## config.mk

```make
export PLATFORM = sky130hd
export DESIGN_NAME = gpio_register_block
export DESIGN_NICKNAME = d
export VERILOG_FILES = /design/src/rtl/gpio_rb_pkg.sv /design/src/rtl/gpio_register_block.sv
export SDC_FILE = /design/constraint.sdc
export NUM_CORES = 2
export LEC_CHECK = 0
export ABC_AREA = 1
export BUFFER_PORTS_ARGS = -buffer_cell sky130_fd_sc_hd__buf_2
export CAP_MARGIN = 20
export CORE_ASPECT_RATIO = 0.9
export CORE_UTILIZATION = 50
export CTS_CLUSTER_SIZE = 25
export DETAILED_ROUTE_END_ITERATION = 12
export GPL_TIMING_DRIVEN = 0
export HOLD_SLACK_MARGIN = 0.06
export PLACE_DENSITY = 0.68
export SETUP_SLACK_MARGIN = 0.5
export SYNTH_ARGS = -nofsm -noshare
export SYNTH_HDL_FRONTEND = slang
export SYNTH_SLANG_ARGS = --single-unit
```

## constraint.sdc

```tcl
create_clock -name aclk -period 17.5 [get_ports aclk]
set_input_delay 3.5 -clock aclk [delete_from_list [all_inputs] [get_ports aclk]]
set_output_delay 3.5 -clock aclk [all_outputs]
set_load 0.02 [all_outputs]
```

## src/rtl/gpio_rb_pkg.sv

```systemverilog
// Shared types and register map constants for the GPIO register block.
package gpio_rb_pkg;

    // Transfer kind carried on the input tuser.
    typedef enum logic [1:0] {
        KIND_SAMPLE = 2'd0,
        KIND_READ   = 2'd1,
        KIND_WRITE  = 2'd2
    } kind_t;

    localparam int FSEL_WORDS    = 7;
    localparam int FSEL_PER_WORD = 10;
    localparam int FSEL_BITS     = 3;
    localparam int FSEL_WORD_W   = FSEL_PER_WORD * FSEL_BITS;

    localparam logic [2:0] FSEL_OUTPUT = 3'd1;

    localparam logic [1:0] PULL_DOWN = 2'd1;
    localparam logic [1:0] PULL_UP   = 2'd2;

    // Register word indexes (byte offset / 4).
    localparam logic [5:0] REG_SET0    = 6'd7;
    localparam logic [5:0] REG_SET1    = 6'd8;
    localparam logic [5:0] REG_CLR0    = 6'd10;
    localparam logic [5:0] REG_CLR1    = 6'd11;
    localparam logic [5:0] REG_LEV0    = 6'd13;
    localparam logic [5:0] REG_LEV1    = 6'd14;
    localparam logic [5:0] REG_EDS0    = 6'd16;
    localparam logic [5:0] REG_EDS1    = 6'd17;
    localparam logic [5:0] REG_REN0    = 6'd19;
    localparam logic [5:0] REG_REN1    = 6'd20;
    localparam logic [5:0] REG_FEN0    = 6'd22;
    localparam logic [5:0] REG_FEN1    = 6'd23;
    localparam logic [5:0] REG_HEN0    = 6'd25;
    localparam logic [5:0] REG_HEN1    = 6'd26;
    localparam logic [5:0] REG_LEN0    = 6'd28;
    localparam logic [5:0] REG_LEN1    = 6'd29;
    localparam logic [5:0] REG_AREN0   = 6'd31;
    localparam logic [5:0] REG_AREN1   = 6'd32;
    localparam logic [5:0] REG_AFEN0   = 6'd34;
    localparam logic [5:0] REG_AFEN1   = 6'd35;
    localparam logic [5:0] REG_PUD     = 6'd37;
    localparam logic [5:0] REG_PUDCLK0 = 6'd38;
    localparam logic [5:0] REG_PUDCLK1 = 6'd39;

endpackage

```

## src/rtl/gpio_register_block.sv

```systemverilog
// Top level of the GPIO register block: register file, event detection, stream ports.
//
//  channel  | direction | tuser  | tdata fields (lowest bit first)
//  s_       | in        | kind   | reg_index, write_data, pin_levels
//  m_       | out       | -      | read_data, drive_level, drive_enable, pull_up_mask,
//           |           |        | pull_down_mask, irq_bank0, irq_bank1
//
// One transfer per clock sustained while m_tready is high; each transfer passes through
// the input register, then the register file update into the result register.
// Reset clears every pin control register, the event status and the level history.
// While m_tready is low one more input transfer is taken into the input register,
// then s_tready drops until the result is taken.
module gpio_register_block #(
    parameter int NUM_PINS = 54
) (
    input  logic                                        aclk,
    input  logic                                        aresetn,
    input  logic                                        s_tvalid,
    output logic                                        s_tready,
    // kind
    input  logic [1:0]                                  s_tuser,
    // reg_index, write_data, pin_levels
    input  logic [((38 + NUM_PINS + 7) / 8) * 8 - 1:0]  s_tdata,
    output logic                                        m_tvalid,
    input  logic                                        m_tready,
    // read_data, drive_level, drive_enable, pull_up_mask, pull_down_mask,
    // irq_bank0, irq_bank1
    output logic [((34 + 4 * NUM_PINS + 7) / 8) * 8 - 1:0] m_tdata
);
    import gpio_rb_pkg::*;

    localparam int InW  = ((38 + NUM_PINS + 7) / 8) * 8;
    localparam int OutW = ((34 + 4 * NUM_PINS + 7) / 8) * 8;

    typedef logic [NUM_PINS-1:0] pins_t;

    function automatic logic [31:0] bank_word(input pins_t r, input logic bank);
        return bank ? 32'(r >> 32) : r[31:0];
    endfunction

    function automatic pins_t bank_bits(input logic [31:0] d, input logic bank);
        return bank ? NUM_PINS'({d, 32'd0}) : NUM_PINS'(d);
    endfunction

    function automatic pins_t bank_replace(input pins_t r, input logic [31:0] d,
                                           input logic bank);
        return (r & ~bank_bits('1, bank)) | bank_bits(d, bank);
    endfunction

    function automatic logic [FSEL_WORD_W-1:0] fsel_mask(input int unsigned word);
        logic [FSEL_WORD_W-1:0] m;
        m = '0;
        for (int k = 0; k < FSEL_PER_WORD; k++) begin
            if (word * FSEL_PER_WORD + k < NUM_PINS)
                m[FSEL_BITS*k +: FSEL_BITS] = '1;
        end
        return m;
    endfunction

    // input register
    logic        in_valid_reg;
    kind_t       in_kind_reg;
    logic [5:0]  in_idx_reg;
    logic [31:0] in_data_reg;
    pins_t       in_levels_reg;

    // output register
    logic            out_valid_reg;
    logic [OutW-1:0] out_data_reg;

    // pin control state
    logic [FSEL_WORD_W-1:0] fsel_reg  [FSEL_WORDS];
    logic [FSEL_WORD_W-1:0] fsel_next [FSEL_WORDS];
    pins_t latch_reg, latch_next;
    pins_t eds_reg, eds_next;
    pins_t ren_reg, ren_next;
    pins_t fen_reg, fen_next;
    pins_t hen_reg, hen_next;
    pins_t len_reg, len_next;
    pins_t aren_reg, aren_next;
    pins_t afen_reg, afen_next;
    logic [1:0] pud_reg, pud_next;
    pins_t pull_up_reg, pull_up_next;
    pins_t pull_dn_reg, pull_dn_next;
    pins_t prev_reg;

    logic        advance;
    logic        is_read;
    logic        is_write;
    pins_t       cur;
    pins_t       detected;
    pins_t       eds_clear;
    pins_t       drv_en_next;
    logic [31:0] rd_data;

    assign advance  = in_valid_reg && (!out_valid_reg || m_tready);
    assign s_tready = !in_valid_reg || advance;
    assign m_tvalid = out_valid_reg;
    assign m_tdata  = out_data_reg;

    assign is_read  = (in_kind_reg == KIND_READ);
    assign is_write = (in_kind_reg == KIND_WRITE);
    assign cur      = in_levels_reg;

    assign detected = (cur & ~prev_reg & (ren_reg | aren_reg))
                    | (prev_reg & ~cur & (fen_reg | afen_reg))
                    | (cur & hen_reg)
                    | (~cur & len_reg);

    // read returns state before this transfer; level reads the current sample
    always_comb begin
        rd_data = '0;
        if (is_read) begin
            if (in_idx_reg < 6'(FSEL_WORDS)) begin
                rd_data = 32'(fsel_reg[in_idx_reg[2:0]]);
            end else begin
                unique case (in_idx_reg)
                    REG_LEV0:  rd_data = bank_word(cur, 1'b0);
                    REG_LEV1:  rd_data = bank_word(cur, 1'b1);
                    REG_EDS0:  rd_data = bank_word(eds_reg, 1'b0);
                    REG_EDS1:  rd_data = bank_word(eds_reg, 1'b1);
                    REG_REN0:  rd_data = bank_word(ren_reg, 1'b0);
                    REG_REN1:  rd_data = bank_word(ren_reg, 1'b1);
                    REG_FEN0:  rd_data = bank_word(fen_reg, 1'b0);
                    REG_FEN1:  rd_data = bank_word(fen_reg, 1'b1);
                    REG_HEN0:  rd_data = bank_word(hen_reg, 1'b0);
                    REG_HEN1:  rd_data = bank_word(hen_reg, 1'b1);
                    REG_LEN0:  rd_data = bank_word(len_reg, 1'b0);
                    REG_LEN1:  rd_data = bank_word(len_reg, 1'b1);
                    REG_AREN0: rd_data = bank_word(aren_reg, 1'b0);
                    REG_AREN1: rd_data = bank_word(aren_reg, 1'b1);
                    REG_AFEN0: rd_data = bank_word(afen_reg, 1'b0);
                    REG_AFEN1: rd_data = bank_word(afen_reg, 1'b1);
                    REG_PUD:   rd_data = 32'(pud_reg);
                    default:   rd_data = '0;
                endcase
            end
        end
    end

    always_comb begin
        for (int w = 0; w < FSEL_WORDS; w++) begin
            fsel_next[w] = fsel_reg[w];
            if (is_write && in_idx_reg == 6'(w))
                fsel_next[w] = in_data_reg[FSEL_WORD_W-1:0] & fsel_mask(w);
        end
    end

    always_comb begin
        latch_next   = latch_reg;
        eds_clear    = '0;
        ren_next     = ren_reg;
        fen_next     = fen_reg;
        hen_next     = hen_reg;
        len_next     = len_reg;
        aren_next    = aren_reg;
        afen_next    = afen_reg;
        pud_next     = pud_reg;
        pull_up_next = pull_up_reg;
        pull_dn_next = pull_dn_reg;
        if (is_write) begin
            unique case (in_idx_reg)
                REG_SET0, REG_SET1:
                    latch_next = latch_reg | bank_bits(in_data_reg, in_idx_reg == REG_SET1);
                REG_CLR0, REG_CLR1:
                    latch_next = latch_reg & ~bank_bits(in_data_reg, in_idx_reg == REG_CLR1);
                REG_EDS0, REG_EDS1:
                    eds_clear = bank_bits(in_data_reg, in_idx_reg == REG_EDS1);
                REG_REN0, REG_REN1:
                    ren_next = bank_replace(ren_reg, in_data_reg, in_idx_reg == REG_REN1);
                REG_FEN0, REG_FEN1:
                    fen_next = bank_replace(fen_reg, in_data_reg, in_idx_reg == REG_FEN1);
                REG_HEN0, REG_HEN1:
                    hen_next = bank_replace(hen_reg, in_data_reg, in_idx_reg == REG_HEN1);
                REG_LEN0, REG_LEN1:
                    len_next = bank_replace(len_reg, in_data_reg, in_idx_reg == REG_LEN1);
                REG_AREN0, REG_AREN1:
                    aren_next = bank_replace(aren_reg, in_data_reg, in_idx_reg == REG_AREN1);
                REG_AFEN0, REG_AFEN1:
                    afen_next = bank_replace(afen_reg, in_data_reg, in_idx_reg == REG_AFEN1);
                REG_PUD:
                    pud_next = in_data_reg[1:0];
                REG_PUDCLK0, REG_PUDCLK1: begin
                    pull_up_next = pull_up_reg
                        & ~bank_bits(in_data_reg, in_idx_reg == REG_PUDCLK1);
                    pull_dn_next = pull_dn_reg
                        & ~bank_bits(in_data_reg, in_idx_reg == REG_PUDCLK1);
                    if (pud_reg == PULL_UP)
                        pull_up_next = pull_up_next
                            | bank_bits(in_data_reg, in_idx_reg == REG_PUDCLK1);
                    else if (pud_reg == PULL_DOWN)
                        pull_dn_next = pull_dn_next
                            | bank_bits(in_data_reg, in_idx_reg == REG_PUDCLK1);
                end
                default: ;
            endcase
        end
        // a new event wins over a clear in the same transfer
        eds_next = (eds_reg & ~eds_clear) | detected;
    end

    for (genvar n = 0; n < NUM_PINS; n++) begin : g_drv_en
        assign drv_en_next[n] =
            fsel_next[n / FSEL_PER_WORD][(n % FSEL_PER_WORD) * FSEL_BITS +: FSEL_BITS]
            == FSEL_OUTPUT;
    end

    always_ff @(posedge aclk) begin
        if (!aresetn) begin
            in_valid_reg  <= 1'b0;
            out_valid_reg <= 1'b0;
            for (int w = 0; w < FSEL_WORDS; w++)
                fsel_reg[w] <= '0;
            latch_reg     <= '0;
            eds_reg       <= '0;
            ren_reg       <= '0;
            fen_reg       <= '0;
            hen_reg       <= '0;
            len_reg       <= '0;
            aren_reg      <= '0;
            afen_reg      <= '0;
            pud_reg       <= '0;
            pull_up_reg   <= '0;
            pull_dn_reg   <= '0;
            prev_reg      <= '0;
        end else begin
            if (s_tvalid && s_tready)
                in_valid_reg <= 1'b1;
            else if (advance)
                in_valid_reg <= 1'b0;

            if (advance)
                out_valid_reg <= 1'b1;
            else if (m_tready)
                out_valid_reg <= 1'b0;

            if (advance) begin
                fsel_reg    <= fsel_next;
                latch_reg   <= latch_next;
                eds_reg     <= eds_next;
                ren_reg     <= ren_next;
                fen_reg     <= fen_next;
                hen_reg     <= hen_next;
                len_reg     <= len_next;
                aren_reg    <= aren_next;
                afen_reg    <= afen_next;
                pud_reg     <= pud_next;
                pull_up_reg <= pull_up_next;
                pull_dn_reg <= pull_dn_next;
                prev_reg    <= cur;
            end
        end
    end

    always_ff @(posedge aclk) begin
        if (s_tvalid && s_tready) begin
            in_kind_reg   <= kind_t'(s_tuser);
            in_idx_reg    <= s_tdata[5:0];
            in_data_reg   <= s_tdata[37:6];
            in_levels_reg <= s_tdata[38 +: NUM_PINS];
        end
        if (advance)
            out_data_reg <= OutW'({ |bank_word(eds_next, 1'b1),
                                    |bank_word(eds_next, 1'b0),
                                    pull_dn_next, pull_up_next,
                                    drv_en_next, latch_next, rd_data });
    end

    logic unused_in_pad;
    assign unused_in_pad = ^s_tdata[InW-1:38];

`ifndef SYNTH
    a_ready_when_empty: assert property (@(posedge aclk) disable iff (!aresetn)
        !in_valid_reg |-> s_tready)
        else $error("input register empty but s_tready low");

    a_pull_disjoint: assert property (@(posedge aclk) disable iff (!aresetn)
        (pull_up_reg & pull_dn_reg) == '0)
        else $error("pin latched with both pull-up and pull-down");

    a_irq0_matches: assert property (@(posedge aclk) disable iff (!aresetn)
        out_valid_reg |-> (out_data_reg[32 + 4 * NUM_PINS] == (|eds_reg[31:0])))
        else $error("irq_bank0 disagrees with event status");

    a_pud_write: assert property (@(posedge aclk) disable iff (!aresetn)
        (advance && is_write && in_idx_reg == REG_PUD)
            |=> pud_reg == $past(in_data_reg[1:0]))
        else $error("pull control write lost");
`endif

endmodule

```

== After elaboration in Yosys (flattened, before gate mapping) ==
Cells that the tools add are included.
Storage, ports and cells
  bits in registers: 1122
  input bits: 102
  logic and storage cells: 250
Cells by class
  order comparisons: 2
  equality and inequality tests: 86
  mux-type cells: 48
  bitwise operators: 50
  reduce and logical (&&, ||, !) cells: 36
Operators with widths (number)
  2-to-1 mux 54 bit: 26
  bitwise AND 54 bit: 16
  bitwise OR 54 bit: 15
  NOT 54 bit: 11
  one-hot mux 32 bit (17 select lines): 1
  2-to-1 mux 30 bit: 8
  == test 3 x 1 -> 1 bit, second input constant: 54
  bitwise AND 30 bit: 5
  one-hot mux 54 bit (2 select lines): 1
  binary-select mux 30 bit (select 3 bit): 1
  == test 6 x 5 -> 1 bit, second input constant: 11
  == test 6 bit, second input constant: 6
  OR reduction 32 bit: 1
  bitwise AND 30 x 12 -> 30 bit: 1
  == test 6 x 4 -> 1 bit, second input constant: 5
  OR reduction 2 bit: 11
  OR reduction 22 bit: 1
  AND reduction 3 bit: 7
  == test 6 x 3 -> 1 bit, second input constant: 3
  2-to-1 mux 3 bit: 6
  == test 6 x 2 -> 1 bit, second input constant: 2
  2-to-1 mux 12 bit: 1
  logical AND 1 bit: 8
  == test 6 x 1 -> 1 bit, second input constant: 1
  12 further kinds: 20

== Logic depth before layout (Yosys ltp) ==
  word-level depth: 9
  mapped depth: 14
  depth with buffers taken out: 12

== Least setup slack after synthesis ==
OpenSTA, ideal clock, no wires.
  path type: input port to flip-flop
  start: in m_tready
  end: reg pull_dn_reg[28]
  library setup time: 0.433 ns
  data arrival time: 11.694 ns
  data required time: 17.067 ns
  path slack: 5.374 ns
  stages: 9
  cell sequence: inv_1 nand2_1 nand2_1 buf_2 inv_1 buf_2 clkbuf_1 clkbuf_1 a21oi_1
Between the ends
  longest elaborated chain between the ends: 2
Ends and longest elaborated chain
  start: declaration: RTL line gpio_register_block.sv:25  | input logic m_tready,
  logical OR 1 bit: RTL line gpio_register_block.sv:96  | assign advance = in_valid_reg && (!out_valid_reg || m_tready);
  logical AND 1 bit: RTL line gpio_register_block.sv:96
  net advance: RTL line gpio_register_block.sv:87  | logic advance;
  end signal: assignment: RTL line gpio_register_block.sv:249  | pull_dn_reg <= pull_dn_next;
  end: declaration: RTL line gpio_register_block.sv:84  | pins_t pull_dn_reg, pull_dn_next;
The timed path passes the listed nets, and every way through them passes these cells.
A chain may end at the register's enable or synchronous reset.

== Worst setup path after layout ==
  start: in m_tready
  end: out s_tready
Between the ends
  longest elaborated chain between the ends: 3
Ends and longest elaborated chain
  logical OR 1 bit: RTL line gpio_register_block.sv:96
  logical AND 1 bit: RTL line gpio_register_block.sv:96
  logical OR 1 bit: RTL line gpio_register_block.sv:97  | assign s_tready = !in_valid_reg || advance;
  end: declaration: RTL line gpio_register_block.sv:19  | output logic s_tready,
No other way between the ends.

==> impl_results.md <==
- Count of pins over their slew limit: 0
- Syn_area_per_cell: 7.732 um2
- Global-route wire length before repair: ~330 mm
- # nets final: 6910
- CTS Hold Bufs: 0
- Crit. Startpoint: m_tready
- Clk sinks: roughly 1.1k
- RSZ-0062 raised after global routing: no
- Synth top area cells: dfxtp_1, edfxtp_1, o21ai_0
- Clock Tree Buf Depth: 3
- Clock skew: 26.96 ps
- CP Buf/Inv Count: 3
- Top delay family on crit path: buffers and inverters
- # fillers: between 9k and 10k
- Drt drc: 0
- Vias in the first global route: 45.36k
- Number of DRC markers in iteration 0: approximately 8.5k
- Crit path kind: in2out
- Setup TNS: 0 ps
- Max stage delay on crit path: ~190 ps
- Die Width: 331.3 um
- CTS tree: yes
- Period utilization: a little over two fifths
- Worst Path Required: between 10000 and 15000 ps
- DP HPWL: between 150 and 200 mm
- I/O pins: between 300 and 400
- Vias per cell: between 6 and 7
- All-Layer GR Usage: between 40% and 50%
- Crit. End Element: primary output
- VDD IR-drop max: 0.00008282 V
- Fmax achieved: ~130 MHz
- Reg2Reg Launch Point: m_tvalid$_SDFFE_PN0P_
- Yosys warning total: 0
- Startpoint types: input pin
- Routed Antenna Nets: 0
- Starting Density: approximately half
- Post-Syn Area: between 40000 and 50000 um2
- Share of layout cells above drive strength 1: 9.602%
- Buffers on Ports: between 300 and 400
- CORE AREA: slightly below 100000 um2
- Arr. time, crit path: 3960 ps
- Status: complete, no violations
- Final setup violation count: 0
- Clock Pin Slew Worst Setup and Hold Paths: roughly 60 ps
- Crit-path max FO: 3
- Initial antenna violation count: 22
- CP max stage cell: buf_2
- GPL Wtd Cong: 1.066
- Seq/Total Area, Yosys: roughly 52%
- Drt first pass iters: 9
- Pwr Density: about 110 nW/um2
- Hold depth: 2
- Total grt overflow: 0
- Slew Limit Headroom: about a tenth
- CP most frequent cell: buf_2
- Synth area leader: dfxtp_1
- Routed len/inst: roughly 29 um
- Largest net degree at the start of global routing: 67
- Clk_lat worst skew: approximately 760 ps
- CTS Root Cell: clkbuf_16
- Yosys cell types: 37
- Reg2Reg Depth: 9
- Mapped Cells: 6313
- Die Area: a little under 100000 um2
- Number of hold violations in the final report: 0
- Resize count post-CTS: 0
- Rows: between 100 and 150
- Worst-margin pin slew: 1345 ps
- Hold Path Class: reg2reg
- Cell Chain, Critical Path: buf_2 > inv_1 > nand3_1 > buf_2
- Smallest hold slack: 465.4 ps
- Die Height: 298.4 um
- Yosys top cell area share: between 30 and 40%
- R2R setup slack: around 13000 ps
- H-tree depth: 3
- Via count: between 50k and 60k
- Static leakage: 0.02437 uW
- Max_cap viols: 0
- Cts bufs inserted: 111
- Final Util: between 50% and 60%
- Final wirelength: approximately 240 mm
- Post-CTS Setup Repair Bufs: 0
- Area growth, synth to finish: 15.78%
- Multi-input gate area: approximately 19000 um2
- Tmin final: about 7500 ps
- Register bit total from synthesis: ~1.1k
- Seq. cell area: ~26000 um2
- FF-to-FF End: m_tdata[25]$_SDFFCE_PP0P_
[worst max-delay path by stage]
stage	end	slack, ps	cells after the start
floorplan	pull_dn_reg[28]$_SDFFE_PN0P_	5370	9
global placement	pull_dn_reg[39]$_SDFFE_PN0P_	500	10
detailed placement	m_tdata[22]$_SDFFCE_PP0P_	9610	11
CTS	s_tready	10050	4
global route	s_tready	10040	4
finish	s_tready	10040	4
[per-layer routing]
metal	vias to the layer above	wire length, um	global-route usage, %
met5	-	160	0
met4	14	17910	29.34
met3	841	35160	16.15
met2	4195	93800	64.35
met1	23920	90230	61.13
li1	21950	-	-
[worst register-to-register path, cell delays in order (launching register included)]
cell and delay [ps]:
dfxtp_1 330, nand2_1 90, nand2_1 630, buf_2 540, inv_1 140, buf_2 410, clkbuf_1 950, clkbuf_4 700
buf_16 350, buf_16 320
[per-stage QoR]
stage	std cells	cell area, um2	power, uW	setup WS, ps
floorplan	6318	48830	3214	5374
global route	8170	56480	6156	10040
finish	8183	56510	6039	10040
CTS	8167	56420	5986	10050
global placement	7931	52150	3488	496.1
detailed placement	7957	52590	3494	9614
[cell families (layout without fill, tap and decap cells)]
group	Yosys count	after routing	share of synthesized area, %
and+or+nand+nor	1932	1932	15.89
DFF	1104	1104	52.33
other	1	19	0.007683
AOI/OAI and AO/OA	2061	2061	22.25
buffers and inverters	1215	1802	9.520
[area by class of cell]
type / count / share of cell area [%]
diodes: 13 / 0.05756
plain buffers: 424 / 2.976
clock buffers: 155 / 5.531
clock inverters: 55 / 1.244
inverters: 791 / 5.258
multi-input cells: 3999 / 32.98
flip-flops and latches: 1104 / 45.20
well taps: 1265 / 2.801
repair buffers: 377 / 3.952
[synth_stat cells (all sizes together)]
| library cell | count |
|---|---|
| a211oi | 4 |
| a21boi | 16 |
| a21oi | 648 |
| a22o | 2 |
| a22oi | 5 |
| a31o | 3 |
| buf | 83 |
| clkbuf | 341 |
| clkinv | 3 |
| conb | 1 |
| dfxtp | 760 |
| edfxtp | 344 |
| inv | 788 |
| nand2 | 1038 |
| nand3 | 157 |
| nand4 | 41 |
| nor2 | 642 |
| nor3 | 54 |
| o2111ai | 7 |
| o211ai | 106 |
| o21ai | 1190 |
| o21bai | 17 |
| o221ai | 8 |
| o22ai | 36 |
| o311ai | 7 |
| o31ai | 12 |
[cell usage in the layout (no fill, tap or decap), drive strengths merged, types with 16 or more instances in the layout]
cell    synthesis  routed
nor2          642     642
o21ai        1190    1190
clkbuf        341     496
nand3         157     157
o22ai          36      36
nand4          41      41
clkinv          3      40
dfxtp         760     760
nor3           54      54
o211ai        106     106
a21boi         16      16
nand2        1038    1038
a21oi         648     648
buf            83     460
inv           788     789
edfxtp        344     344
o21bai         17      17
[power breakdown]
group / switching (uW) / internal [uW]
registers: 77.4 / 2760
clock network: 1100 / 1460
logic: 481 / 159
total: 1660 / 4380
No activity file was read; power rests on OpenSTA's default activity.
